### config.mk
export PLATFORM = sky130hd
export DESIGN_NAME = slcan_command_parser
export DESIGN_NICKNAME = d
export VERILOG_FILES = /design/src/hw/rtl/slcan_pkg.sv /design/src/hw/rtl/slcan_command_parser.sv
export SDC_FILE = /design/constraint.sdc
export NUM_CORES = 1
export LEC_CHECK = 0
export ABC_CLOCK_PERIOD_IN_PS = 5790
export BUFFER_PORTS_ARGS = -buffer_cell sky130_fd_sc_hd__buf_2
export CORE_ASPECT_RATIO = 1.5
export CORE_UTILIZATION = 55
export DETAILED_ROUTE_END_ITERATION = 7
export PLACE_DENSITY = 0.76
export SLEW_MARGIN = 25
export SYNTH_ARGS = -nofsm -noshare
export SYNTH_HDL_FRONTEND = slang
export SYNTH_SLANG_ARGS = --single-unit
### constraint.sdc
create_clock -name aclk -period 5.79 [get_ports aclk]
set_input_delay 0.579 -clock aclk [delete_from_list [all_inputs] [get_ports aclk]]
set_output_delay 0.579 -clock aclk [all_outputs]
set_load 0.005 [all_outputs]
### src/hw/rtl/slcan_pkg.sv
// ============================================================================
// slcan_pkg: shared constants and helpers for the serial-line CAN parser
// Line sizing, ASCII codes, result kinds, hex and reply-text lookups.
// ============================================================================
package slcan_pkg;

    localparam int LINE_CAPACITY = 32;
    localparam int LINE_DEPTH    = LINE_CAPACITY - 1;
    localparam int FILL_W        = $clog2(LINE_CAPACITY);
    localparam int ADDR_W        = $clog2(LINE_DEPTH);

    localparam logic [7:0] CH_CR  = 8'h0D;
    localparam logic [7:0] CH_LF  = 8'h0A;
    localparam logic [7:0] CH_ACK = 8'h0D;
    localparam logic [7:0] CH_BEL = 8'h07;
    localparam logic [7:0] CH_0   = 8'h30;
    localparam logic [7:0] CH_1   = 8'h31;

    // command letters
    localparam logic [7:0] CMD_OPEN     = 8'h4F;  // O
    localparam logic [7:0] CMD_TX       = 8'h74;  // t
    localparam logic [7:0] CMD_CLOSE    = 8'h43;  // C
    localparam logic [7:0] CMD_SPEED    = 8'h53;  // S
    localparam logic [7:0] CMD_VERSION  = 8'h56;  // V
    localparam logic [7:0] CMD_VER_LONG = 8'h76;  // v
    localparam logic [7:0] CMD_SERIAL   = 8'h4E;  // N

    // transmit line layout
    localparam int         TX_LEN_POS  = 4;
    localparam int         TX_DATA_POS = 5;
    localparam int         MIN_TX_LINE = 5;
    localparam logic [3:0] MAX_LEN     = 4'd8;

    localparam int         TEXT_IDX_W = 3;
    localparam logic [TEXT_IDX_W-1:0] TEXT_LAST = 3'd5;

    typedef enum logic [1:0] {
        KIND_HOST_BYTE = 2'd0,
        KIND_TX_FRAME  = 2'd1,
        KIND_OPEN      = 2'd2
    } kind_t;

    // non-hex characters decode as zero
    function automatic logic [3:0] hex_val(input logic [7:0] ch);
        logic [7:0] d;
        d = 8'h00;
        if (ch >= 8'h30 && ch <= 8'h39) begin
            d = ch - 8'h30;
        end else if (ch >= 8'h41 && ch <= 8'h46) begin
            d = ch - 8'h37;
        end else if (ch >= 8'h61 && ch <= 8'h66) begin
            d = ch - 8'h57;
        end
        return d[3:0];
    endfunction

    // version / serial replies: <letter> 0 x 0 1 CR, x = 0 for serial, else 1
    function automatic logic [7:0] text_char(input logic [7:0] first,
                                             input logic [TEXT_IDX_W-1:0] idx);
        logic [7:0] c;
        unique case (idx)
            3'd0:    c = first;
            3'd1:    c = CH_0;
            3'd2:    c = (first == CMD_SERIAL) ? CH_0 : CH_1;
            3'd3:    c = CH_0;
            3'd4:    c = CH_1;
            default: c = CH_CR;
        endcase
        return c;
    endfunction

endpackage

### src/hw/rtl/slcan_command_parser.sv
// ============================================================================
// slcan_command_parser: ASCII command line parser for a serial-line CAN link
// Buffers host characters, decodes a line on CR and emits host replies,
// frame transmit requests and open-channel requests.
// ============================================================================
//
// channel  dir  tvalid/tready  tuser            tdata / tlast
// -------  ---  -------------  ---------------  ------------------------------
// s_       in   request        cmd (0 char,     host_char, request_ok
//                              1 status)
// m_       out  request        kind             host_byte, frame_id,
//                                               frame_len, frame_data; tlast
//
// A host character is either buffered or dropped when it is taken. On
// CR the line is walked through the single read port of the line memory,
// one character per cycle; V/v/N replies go out one byte a cycle while
// the output register is free. The one shared hex decoder and the memory
// read port set this pace. Reset (aresetn low, synchronous) empties the
// line and clears the pending request; line memory contents are not
// cleared. The sequencer stalls while the output register is full and
// m_tready is low; s_tready is high only while the sequencer is idle.
// ============================================================================
module slcan_command_parser (
    input  logic                aclk,
    input  logic                aresetn,
    input  logic                s_tvalid,
    output logic                s_tready,
    input  logic [15:0]         s_tdata,   // [7:0] host_char, [8] request_ok
    input  logic                s_tuser,   // [0] cmd
    output logic                m_tvalid,
    input  logic                m_tready,
    output logic [87:0]         m_tdata,   // [7:0] host_byte, [19:8] frame_id,
                                           // [23:20] frame_len, [87:24] frame_data
    output slcan_pkg::kind_t    m_tuser,   // [1:0] kind
    output logic                m_tlast
);
    import slcan_pkg::*;

    typedef enum logic [2:0] {
        ST_IDLE,    // take characters / status requests
        ST_STATUS,  // answer a status request
        ST_OP,      // decode command letter
        ST_HEX,     // walk hex digits of a transmit line
        ST_FRAME,   // issue transmit request
        ST_TEXT     // send a fixed reply string
    } state_t;

    state_t                 state_reg, state_next;
    logic [FILL_W-1:0]      fill_reg, fill_next;
    logic [FILL_W-1:0]      line_len_reg, line_len_next;
    logic                   pending_reg, pending_next;
    logic                   status_ok_reg, status_ok_next;
    logic [FILL_W-1:0]      pos_reg, pos_next;
    logic [FILL_W-1:0]      end_pos_reg, end_pos_next;
    logic [7:0]             text_first_reg, text_first_next;
    logic [TEXT_IDX_W-1:0]  text_idx_reg, text_idx_next;
    logic [11:0]            id_reg, id_next;
    logic [3:0]             len_reg, len_next;
    logic [63:0]            data_reg, data_next;

    logic                   out_valid_reg, out_valid_next;
    kind_t                  out_kind_reg, out_kind_next;
    logic [7:0]             out_byte_reg, out_byte_next;
    logic [11:0]            out_id_reg, out_id_next;
    logic [3:0]             out_len_reg, out_len_next;
    logic [63:0]            out_data_reg, out_data_next;
    logic                   out_last_reg, out_last_next;

    // line memory: one write port, one registered read port
    logic [7:0]             line_mem [LINE_DEPTH];
    logic                   mem_we;
    logic [FILL_W-1:0]      rd_pos;
    logic [7:0]             rdata_reg;
    logic                   rd_ok_reg;

    logic                   out_free;
    logic                   load_item;
    kind_t                  load_kind;
    logic [7:0]             load_byte;
    logic                   load_last;
    logic [3:0]             nib;
    logic [3:0]             len_clamped;
    logic [3:0]             data_k;
    logic [5:0]             data_shamt;
    logic                   hex_done;

    always_ff @(posedge aclk) begin
        if (mem_we) begin
            line_mem[fill_reg[ADDR_W-1:0]] <= s_tdata[7:0];
        end
        rdata_reg <= line_mem[rd_pos[ADDR_W-1:0]];
        rd_ok_reg <= (rd_pos < line_len_reg);
    end

    assign out_free    = !out_valid_reg || m_tready;
    assign s_tready    = (state_reg == ST_IDLE);
    // positions past the end of the line read as zero digits
    assign nib         = hex_val(rd_ok_reg ? rdata_reg : 8'h00);
    assign len_clamped = (nib > MAX_LEN) ? MAX_LEN : nib;
    assign data_k      = 4'(pos_reg - FILL_W'(TX_DATA_POS));
    assign data_shamt  = 6'd60 - {data_k, 2'b00};

    always_comb begin
        state_next      = state_reg;
        fill_next       = fill_reg;
        line_len_next   = line_len_reg;
        pending_next    = pending_reg;
        status_ok_next  = status_ok_reg;
        pos_next        = pos_reg;
        end_pos_next    = end_pos_reg;
        text_first_next = text_first_reg;
        text_idx_next   = text_idx_reg;
        id_next         = id_reg;
        len_next        = len_reg;
        data_next       = data_reg;
        mem_we          = 1'b0;
        rd_pos          = '0;
        load_item       = 1'b0;
        load_kind       = KIND_HOST_BYTE;
        load_byte       = 8'h00;
        load_last       = 1'b1;
        hex_done        = 1'b0;

        unique case (state_reg)
            ST_IDLE: begin
                if (s_tvalid) begin
                    if (s_tuser) begin
                        // status without a pending request is ignored
                        if (pending_reg) begin
                            status_ok_next = s_tdata[8];
                            state_next     = ST_STATUS;
                        end
                    end else if (s_tdata[7:0] == CH_CR) begin
                        if (fill_reg != '0) begin
                            line_len_next = fill_reg;
                            state_next    = ST_OP;
                        end
                        fill_next = '0;
                    end else if (s_tdata[7:0] != CH_LF &&
                                 fill_reg < FILL_W'(LINE_DEPTH)) begin
                        mem_we    = 1'b1;
                        fill_next = fill_reg + FILL_W'(1);
                    end
                end
            end
            ST_STATUS: begin
                if (out_free) begin
                    load_item    = 1'b1;
                    load_byte    = status_ok_reg ? CH_ACK : CH_BEL;
                    pending_next = 1'b0;
                    state_next   = ST_IDLE;
                end
            end
            ST_OP: begin
                if (out_free) begin
                    state_next = ST_IDLE;
                    unique case (rdata_reg)
                        CMD_OPEN: begin
                            load_item    = 1'b1;
                            load_kind    = KIND_OPEN;
                            pending_next = 1'b1;
                        end
                        CMD_TX: begin
                            if (line_len_reg < FILL_W'(MIN_TX_LINE)) begin
                                load_item = 1'b1;
                                load_byte = CH_BEL;
                            end else begin
                                id_next    = '0;
                                len_next   = '0;
                                data_next  = '0;
                                pos_next   = FILL_W'(1);
                                rd_pos     = FILL_W'(1);
                                state_next = ST_HEX;
                            end
                        end
                        CMD_CLOSE, CMD_SPEED: begin
                            load_item = 1'b1;
                            load_byte = CH_ACK;
                        end
                        CMD_VERSION, CMD_VER_LONG, CMD_SERIAL: begin
                            text_first_next = rdata_reg;
                            text_idx_next   = '0;
                            state_next      = ST_TEXT;
                        end
                        default: begin
                            load_item = 1'b1;
                            load_byte = CH_BEL;
                        end
                    endcase
                end
            end
            ST_HEX: begin
                // one digit per cycle through the shared decoder
                if (pos_reg < FILL_W'(TX_LEN_POS)) begin
                    id_next = {id_reg[7:0], nib};
                end else if (pos_reg == FILL_W'(TX_LEN_POS)) begin
                    len_next     = len_clamped;
                    end_pos_next = FILL_W'(TX_LEN_POS) + FILL_W'({len_clamped, 1'b0});
                    hex_done     = (len_clamped == 4'd0);
                end else begin
                    data_next = data_reg | ({60'b0, nib} << data_shamt);
                    hex_done  = (pos_reg == end_pos_reg);
                end
                if (hex_done) begin
                    state_next = ST_FRAME;
                end else begin
                    pos_next = pos_reg + FILL_W'(1);
                    rd_pos   = pos_reg + FILL_W'(1);
                end
            end
            ST_FRAME: begin
                if (out_free) begin
                    load_item    = 1'b1;
                    load_kind    = KIND_TX_FRAME;
                    pending_next = 1'b1;
                    state_next   = ST_IDLE;
                end
            end
            ST_TEXT: begin
                if (out_free) begin
                    load_item     = 1'b1;
                    load_byte     = text_char(text_first_reg, text_idx_reg);
                    load_last     = (text_idx_reg == TEXT_LAST);
                    text_idx_next = text_idx_reg + TEXT_IDX_W'(1);
                    if (load_last) begin
                        state_next = ST_IDLE;
                    end
                end
            end
            default: begin
                state_next = ST_IDLE;
            end
        endcase

        // output register
        out_valid_next = out_valid_reg && !m_tready;
        out_kind_next  = out_kind_reg;
        out_byte_next  = out_byte_reg;
        out_id_next    = out_id_reg;
        out_len_next   = out_len_reg;
        out_data_next  = out_data_reg;
        out_last_next  = out_last_reg;
        if (load_item) begin
            out_valid_next = 1'b1;
            out_kind_next  = load_kind;
            out_byte_next  = load_byte;
            out_last_next  = load_last;
            out_id_next    = (load_kind == KIND_TX_FRAME) ? id_reg   : 12'h000;
            out_len_next   = (load_kind == KIND_TX_FRAME) ? len_reg  : 4'h0;
            out_data_next  = (load_kind == KIND_TX_FRAME) ? data_reg : 64'h0;
        end
    end

    always_ff @(posedge aclk) begin
        if (!aresetn) begin
            state_reg     <= ST_IDLE;
            fill_reg      <= '0;
            pending_reg   <= 1'b0;
            out_valid_reg <= 1'b0;
        end else begin
            state_reg     <= state_next;
            fill_reg      <= fill_next;
            pending_reg   <= pending_next;
            out_valid_reg <= out_valid_next;
        end
        line_len_reg   <= line_len_next;
        status_ok_reg  <= status_ok_next;
        pos_reg        <= pos_next;
        end_pos_reg    <= end_pos_next;
        text_first_reg <= text_first_next;
        text_idx_reg   <= text_idx_next;
        id_reg         <= id_next;
        len_reg        <= len_next;
        data_reg       <= data_next;
        out_kind_reg   <= out_kind_next;
        out_byte_reg   <= out_byte_next;
        out_id_reg     <= out_id_next;
        out_len_reg    <= out_len_next;
        out_data_reg   <= out_data_next;
        out_last_reg   <= out_last_next;
    end

    assign m_tvalid = out_valid_reg;
    assign m_tdata  = {out_data_reg, out_len_reg, out_id_reg, out_byte_reg};
    assign m_tuser  = out_kind_reg;
    assign m_tlast  = out_last_reg;

endmodule
==> metrics.md, run 1 <==
| Metric | Value |
|---|---|
| R2R Path End | rdata_reg[6] |
| Count of buffers inserted at the top-level ports | 106 |
| Root buffer selected by CTS | sky130_fd_sc_hd__clkbuf_16 |
| FP Rows | 83 |
| Total die area | 35450 um2 |
| Routed vias | 11830 |
| Most congested layer reported by global routing | met2 |
| First-pass GRT wire length | 62590 um |
| Setup repair after global routing missed its margin | false |
| Maximum fanout count along the critical path | 23 |
| Avg Inst Size Synth | 13.58 um2 |
| Cell area after synthesis | 19070 um2 |
| Pin count of the biggest net entering global routing | 82 |
| Launch instance of the worst register-to-register path | rdata_reg[1] |
| Number of gates resized after cts | 0 |
| Placed cell area | 20040 um2 |
| Hold EP | status_ok_reg |
| Met1 track utilization from global routing | 0.2579 |
| Peak per-stage delay on the critical path | 690 ps |
| Reg2Reg Setup Slack | 930 ps |
| Number of flip-flops in the largest register | 248 |
| Post-synthesis cell type count | 73 |
| Highest achievable clock rate | 205.8 MHz |
| Outcome | finished, final reports clean |
| Final period util | 0.8393 |
| Critical path cell sequence | nand2_1, ha_1, nor3b_1, nor2_1, a32oi_1, a31o_1, o31a_2, buf_4, mux2i_1, o22ai_1, nor4_1, a211oi_1 |
| Count of inserted antenna diode cells | 0 |
| # H-tree levels | 2 |
| Area of the core | 34170 um2 |
| Leftover overflow at the end of global routing | 0 |
| TNS Setup | 0 ps |
| GRT Util Overall | 0.2340 |
| Post-Route WL | 41060 um |
| Number of iterations in the first detailed-routing pass | 8 |
| First-iteration detailed-routing DRC count | 1044 |
| CTS tree | done |
| Setup bufs post-CTS | 0 |
| Layout Cell Area excl Fill | 21410 um2 |
| Avg Vias per Cell | 6.018 |
| Leakage | 7.590 nW |
| Worst slew margin relative to its limit | 0.3153 |
| Synth-to-Final Area Change | 12.24% |
| Worst slew pin tran | 1025 ps |
| Final setup violation count | 0 |
| Worst setup EP type | register |
| Data arrival, critical path | 5250 ps |
| Width of the chip | 154.1 um |
| Startpoint of the worst hold path | s_tdata[8] |
| IO Count | 114 |
| Worst-skew pair later-pin latency | 560 ps |
| Share of post-route cells with drive strength above 1 | 0.1376 |
| Number of enable flip-flop cells after synthesis | 445 |
| Number of pins with negative max-slew slack in the final report | 0 |
| Power density over the cells | 353.4 nW/um2 |
| Critical path type | reg -> reg |
| Worst Reg2Reg Path Length in Cells | 12 |
| Clk sink count | 464 |
| Global routing usage on met3 | 0.03882 |
| Inserted Clock Buffers | 41 |
| Worst hold slack across all endpoints | 207.7 ps |
| Inst Count DP | 1891 |
| Crit path max-delay cell type | sky130_fd_sc_hd__o31a_2 |
| GP Congestion | 0.8721 |
| Required time of the critical path | 6180 ps |
| Sequential element share of the synthesized area | 0.7205 |
| Register clock-pin slew on the reported worst setup and hold paths | 60 ps |
| Final routed wire length divided by cell count | 20.89 um |
| Number of instances on the worst hold path | 1 |
| Vias in the first global route | 11370 |
| Setup WS post-layout | 930.3 ps |
| Sum of net half-perimeters after detailed placement | 26900 um |
| Post-route antenna net violation count | 0 |
| Met2 routing resource usage after global routing | 0.4293 |
| Cell Count, Final, Fillers Out | 1966 |
| Number of hold-slack violations in the final timing report | 0 |
| Number of DRC violations after detailed routing | 0 |
| Fraction of registers with async set or reset after synthesis | 0 |
| Type of element launching the critical path | register |
| Hold crit path type | in -> reg |
| Most used flip-flop cell after synthesis | sky130_fd_sc_hd__edfxtp_1 |
| Fin crit period | 4860 ps |
| Most area-consuming cells after synthesis | sky130_fd_sc_hd__edfxtp_1 (70%), sky130_fd_sc_hd__nor2_1 (3.2%), sky130_fd_sc_hd__and2_1 (3.0%) |
| Portion of synthesized cell area occupied by the leading cell type | 0.7006 |
| Synth Warn # | 0 |
| Final Net Count | 1549 |
| Number of flip-flops and latches in the synthesized netlist | 464 |
| Library cell with the largest summed area after synthesis | sky130_fd_sc_hd__edfxtp_1 |
| Largest vdd supply drop | 275.7 uV |
| CTS Hold Buffers Added | 0 |
| Cell count after synthesis | 1405 |
| Worst Skew | 27.69 ps |
| Max Cap Violations | 0 |
| Starting Density | 0.5583 |
| Antenna violations before repair | 0 |
| Worst setup timing slack at the placement stage | 1053 ps |
| Post-Syn Nets | 1445 |
| Number of buffers between clock root and the deepest sink | 3 |
| Height of the die | 230.1 um |
==> where the power goes <==
part / internal, mW / leakage, nW / switching [mW]
sequential: 3.99 / 4.10 / 0.102
clock: 1.58 / 0.656 / 1.16
combinational: 0.244 / 2.83 / 0.486
total: 5.82 / 7.59 / 1.75
==> through the flow <==
stage / total power [mW] / utilization
floorplan: 4.572 / -
global placement: 4.873 / 0.5866
detailed placement: 4.900 / 0.5866
CTS: 7.606 / 0.6263
global route: 7.821 / 0.6266
finish: 7.566 / 0.6266
==> cell type report <==
type                       count  area [um2]
sequential                   464       13740
fill                        2482       12760
multi-input combinational    851        4996
clock buffer                  49        1099
timing repair buffer         128       695.7
tap                          425       531.8
clock inverter                26       257.7
inverter                      23       86.33
==> critical path: cells and delay by family (launching register included) <==
kind                       cells  cell delay (ps)
adders and majority gates      1              240
buffers and inverters          1              390
AOI/OAI and AO/OA              5             1990
and+or+nand+nor                4             1330
muxes                          1              250
DFF                            1              490
==> cell usage after synthesis, types with 21 or more instances <==
cell                         n
sky130_fd_sc_hd__edfxtp_1  445
sky130_fd_sc_hd__nor2_1    164
sky130_fd_sc_hd__nand2_1   137
sky130_fd_sc_hd__a21oi_1   111
sky130_fd_sc_hd__and2_1     91
sky130_fd_sc_hd__clkbuf_1   47
sky130_fd_sc_hd__mux2i_1    42
sky130_fd_sc_hd__nand3_1    32
sky130_fd_sc_hd__o22ai_1    29
sky130_fd_sc_hd__nor3_1     28
sky130_fd_sc_hd__a211oi_1   21
sky130_fd_sc_hd__inv_1      21
==> logic make-up (layout without fill, tap and decap cells) <==
family | count (synthesis) | in the layout | synth area share
adders and majority gates | 19 | 19 | 0.01246
DFF | 464 | 464 | 0.7205
AOI/OAI and AO/OA | 252 | 252 | 0.08383
buffers and inverters | 90 | 226 | 0.02040
and+or+nand+nor | 523 | 523 | 0.1339
xor gates and xnor gates | 15 | 15 | 0.006888
muxes | 42 | 42 | 0.02204
==> per-layer routing <==
layer	wire length, um	vias up
li1	-	5435
met1	14490	5751
met2	21900	512
met3	2615	133
met4	2058	0
met5	0	-
==> cell usage in the layout, fill, tap and decap left out, types with 6 or more instances in the layout <==
master,n
sky130_fd_sc_hd__edfxtp_1,445
sky130_fd_sc_hd__nor2_1,163
sky130_fd_sc_hd__nand2_1,137
sky130_fd_sc_hd__a21oi_1,111
sky130_fd_sc_hd__buf_2,106
sky130_fd_sc_hd__and2_1,91
sky130_fd_sc_hd__clkbuf_16,43
sky130_fd_sc_hd__mux2i_1,42
sky130_fd_sc_hd__nand3_1,32
sky130_fd_sc_hd__o22ai_1,29
sky130_fd_sc_hd__nor3_1,27
sky130_fd_sc_hd__buf_4,22
sky130_fd_sc_hd__inv_1,21
sky130_fd_sc_hd__a211oi_1,21
sky130_fd_sc_hd__ha_1,19
sky130_fd_sc_hd__dfxtp_1,19
sky130_fd_sc_hd__o21ai_0,18
sky130_fd_sc_hd__clkinv_1,12
sky130_fd_sc_hd__o211ai_1,10
sky130_fd_sc_hd__and3_1,9
sky130_fd_sc_hd__nand2b_1,9
sky130_fd_sc_hd__xnor2_1,9
sky130_fd_sc_hd__a31oi_1,9
sky130_fd_sc_hd__a221o_1,8
sky130_fd_sc_hd__a22oi_1,8
sky130_fd_sc_hd__nor2b_1,7
sky130_fd_sc_hd__nand4_1,7
sky130_fd_sc_hd__nand3b_1,6
sky130_fd_sc_hd__xor2_1,6
sky130_fd_sc_hd__clkinv_2,6
sky130_fd_sc_hd__clkbuf_1,6
==> how the worst max path moves through the flow <==
stage / startpoint / to / slack, ps / depth (start not counted)
after global routing: rdata_reg[1] / rdata_reg[6] / 580 / 12
after floorplan: rdata_reg[3] / m_tlast / 250 / 7
after CTS: rdata_reg[1] / rdata_reg[6] / 980 / 12
after global placement: rdata_reg[1] / rdata_reg[6] / 1150 / 12
final: rdata_reg[1] / rdata_reg[6] / 930 / 12
after detailed placement: rdata_reg[1] / rdata_reg[6] / 1050 / 12
Power figures use the tool's default switching activity.
==> inputs of run 2 (changes only) <==
ABC_AREA = 1   (was not set)
ABC_CLOCK_PERIOD_IN_PS = 4300   (was 5790)
clock period = 4.3 ns   (was 5.79 ns; I/O delays follow)
==> run 2 against run 1 <==
Net effect:
- maximum frequency rose by 38%
- core utilization rose by 0.39 points
- setup slack got worse by 160 ps
- cell area rose by 6.5%
- sequential cell count did not move
- count of clock-buffer cells in the layout fell by 2
- sequential power rose by 43%
- clock power rose by 45%
- routed wire length rose by 6.4%
- clock skew fell by 11 ps
- sequential share of layout area fell by 3.9 points
- critical path depth did not move
- critical path type unchanged
- largest cell class unchanged
- largest power group unchanged
==> metrics.md, run 2 <==
| Metric | Value |
|---|---|
| Outcome | finished, final reports clean |
| Most frequent cells after synthesis | sky130_fd_sc_hd__edfxtp_1 (445), sky130_fd_sc_hd__nand3_1 (301), sky130_fd_sc_hd__nand2_1 (286), sky130_fd_sc_hd__inv_1 (282), sky130_fd_sc_hd__nor2_1 (211) |
| First-iteration detailed-routing DRC count | 1076 |
| Commonest cells after routing, fill and taps aside | sky130_fd_sc_hd__edfxtp_1 (445), sky130_fd_sc_hd__nand3_1 (301), sky130_fd_sc_hd__nand2_1 (283), sky130_fd_sc_hd__inv_1 (281), sky130_fd_sc_hd__nor2_1 (210) |
| Data arrival, critical path | 3980 ps |
| First-pass GRT wire length | 69170 um |
| Met2 wire len | 23300 um |
| Post-synthesis cell type count | 39 |
| Worst Skew | 16.92 ps |
| Most used flip-flop cell after synthesis | sky130_fd_sc_hd__edfxtp_1 |
| Number of flip-flops and latches in the synthesized netlist | 464 |
| Placed cell area | 21330 um2 |
| Cell count after synthesis | 1897 |
| Post-Route WL | 43700 um |
| Post-Syn Nets | 1937 |
| Number of gates resized after cts | 0 |
| Uppermost metal layer occupied by signal nets | met4 |
| Required time of the critical path | 4750 ps |
| Final routed wire length divided by cell count | 17.57 um |
| Internal cell power | 8.634 mW |
| Library cell with the largest summed area after synthesis | sky130_fd_sc_hd__edfxtp_1 |
| Pin count of the biggest net entering global routing | 113 |
| Number of flip-flops in the largest register | 248 |
| Avg Vias per Cell | 5.542 |
| Worst setup EP type | register |
| Cell Count, Final, Fillers Out | 2487 |
| # H-tree levels | 2 |
| Clk sink count | 464 |
| CTS tree | done |
| Fraction of registers with async set or reset after synthesis | 0 |
| Width of the chip | 159.1 um |
| Number of enable flip-flop cells after synthesis | 445 |
| Avg Inst Size Synth | 10.73 um2 |
| Number of buffers between clock root and the deepest sink | 3 |
| Largest vdd supply drop | 360.2 uV |
| Leftover overflow at the end of global routing | 0 |
| Layout Cell Area excl Fill | 22800 um2 |
| CTS Hold Buffers Added | 0 |
| Sequential share of power | 0.508 |
| FP Rows | 85 |
| Net switching power | 2.912 mW |
| Met1 layer wirelength in the final routing | 15640 um |
| Routed vias | 13780 |
| Antenna violations before repair | 0 |
| Total die area | 37790 um2 |
| Proportion of power drawn by combinational gates | 0.147 |
| Root buffer selected by CTS | sky130_fd_sc_hd__clkbuf_16 |
| Power density over the cells | 506.4 nW/um2 |
| Leakage | 9.296 nW |
| Starting Density | 0.5628 |
| Final period util | 0.8199 |
| GP Congestion | 0.8823 |
| GRT Util Overall | 0.2341 |
| Most area-consuming cells after synthesis | sky130_fd_sc_hd__edfxtp_1 (66%), sky130_fd_sc_hd__nand3_1 (7.4%), sky130_fd_sc_hd__nand2_1 (5.3%) |
| Number of DRC violations after detailed routing | 0 |
| Post-route antenna net violation count | 0 |
| Type of element launching the critical path | register |
| Count leader, synth | sky130_fd_sc_hd__edfxtp_1 |
| Filler instances | 2818 |
| Number of pins with negative max-slew slack in the final report | 0 |
| Setup repair after global routing missed its margin | false |
| Number of hold-slack violations in the final timing report | 0 |
| Inst Count DP | 2413 |
| Synth Warn # | 0 |
| Switching share of total power | 0.2522 |
| Final Net Count | 2019 |
| Worst slew margin relative to its limit | 0.3115 |
| Max Cap Violations | 0 |
| Final setup violation count | 0 |
| Portion of synthesized cell area occupied by the leading cell type | 0.6567 |
| Hold crit path type | in -> reg |
| TNS Setup | 0 ps |
| Worst slew pin tran | 1032 ps |
| Routed wl met3 | 2760 um |
| Sum of net half-perimeters after detailed placement | 28140 um |
| Synth-to-Final Area Change | 12.03% |
| Count of buffers inserted at the top-level ports | 106 |
| Setup WS post-layout | 774.3 ps |
| Vias in the first global route | 13300 |
| Sequential element share of the synthesized area | 0.6754 |
| Share of post-route cells with drive strength above 1 | 0.1105 |
| Maximum fanout count along the critical path | 17 |
| Clock network fraction of total power | 0.344 |
| Worst-skew pair later-pin latency | 560 ps |
| Area of the core | 36160 um2 |
| Number of iterations in the first detailed-routing pass | 6 |
| Critical path type | reg -> reg |
| Height of the die | 237.6 um |
| Most frequent standard cell in the layout excluding fill and tap cells | sky130_fd_sc_hd__edfxtp_1 |
| Inserted Clock Buffers | 42 |
| Register clock-pin slew on the reported worst setup and hold paths | 70 ps |
| Count of inserted antenna diode cells | 0 |
| IO Count | 114 |
| Fin crit period | 3526 ps |
| Highest achievable clock rate | 283.6 MHz |
| Worst setup timing slack at the placement stage | 821.4 ps |
| Cell area after synthesis | 20350 um2 |
| Setup bufs post-CTS | 0 |
run 2: cell types whose count changed after synthesis, sizes merged, moves of 18 or more:
cell,before,now
a211oi,21,3
a21oi,111,78
and2,91,0
buf,20,45
inv,21,286
mux2i,42,0
nand2,137,292
nand3,32,306
nand3b,6,57
nor2,164,213
o22ai,29,1
run 2: final timing paths:
path / from / to / slack [ps] / cells past startpoint
worst min register to register: state_reg[1] / state_reg[1] / 530 / 2
worst max register to register: pos_reg[0] / rd_ok_reg / 770 / 12
worst max-delay path: pos_reg[0] / rd_ok_reg / 770 / 12
worst min-delay path: s_tdata[8] / status_ok_reg / 40 / 1
run 2: cell families after synthesis:
family | Yosys count | share of synthesized area
XOR/XNOR | 7 | 0.003013
flip-flops | 464 | 0.6754
adder cells (fa/ha/maj) | 19 | 0.01168
AO/OA/AOI/OAI | 116 | 0.03031
buffers and inverters | 380 | 0.07495
AND/OR/NAND/NOR | 911 | 0.2047
run 2: area by class of cell:
class                   count  area (um2)  area share
inverters                 289        1085     0.04758
multi-input cells        1053        5141      0.2255
clock buffers              47        1091     0.04786
clock inverters            27       374.1     0.01641
well taps                 478       598.1     0.02623
flip-flops and latches    464       13740      0.6028
repair buffers            129       765.7     0.03359
run 2: stage by stage:
step	util	hold slack [ps]	power (mW)
2_1_floorplan	-	406.4	6.886
3_3_place_gp	0.5897	484.8	7.631
3_5_place_dp	0.5900	503.6	7.672
4_1_cts	0.6305	38.27	11.61
5_1_grt	0.6305	36.25	12.00
6_report	0.6305	44.96	11.55
run 2: worst max-delay path, cell delays in order, from the launching register on:
cell and delay [ps]:
sky130_fd_sc_hd__edfxtp_1 590, sky130_fd_sc_hd__clkinv_1 340, sky130_fd_sc_hd__ha_1 300, sky130_fd_sc_hd__o21ai_0 220, sky130_fd_sc_hd__nand4_1 250, sky130_fd_sc_hd__nand2_2 240, sky130_fd_sc_hd__inv_2 80, sky130_fd_sc_hd__nand2_2 300
sky130_fd_sc_hd__clkinv_1 400, sky130_fd_sc_hd__ha_1 420, sky130_fd_sc_hd__nand2_1 70, sky130_fd_sc_hd__o21ai_0 160, sky130_fd_sc_hd__a21oi_1 50
run 2: power groups by stage:
stage / sequential (mW) / clock (mW) / combinational, mW
floorplan: 6.05 / 0 / 0.831
global route: 5.92 / 4.20 / 1.88
global placement: 5.96 / 0 / 1.67
finish: 5.87 / 3.98 / 1.70
detailed placement: 5.97 / 0 / 1.70
CTS: 5.88 / 4.02 / 1.71
run 2: routing by layer:
metal / vias up / track usage
met5: - / 0
met4: 0 / 0.1186
met3: 124 / 0.03106
met2: 599 / 0.4330
met1: 6517 / 0.2633
li1: 6544 / -
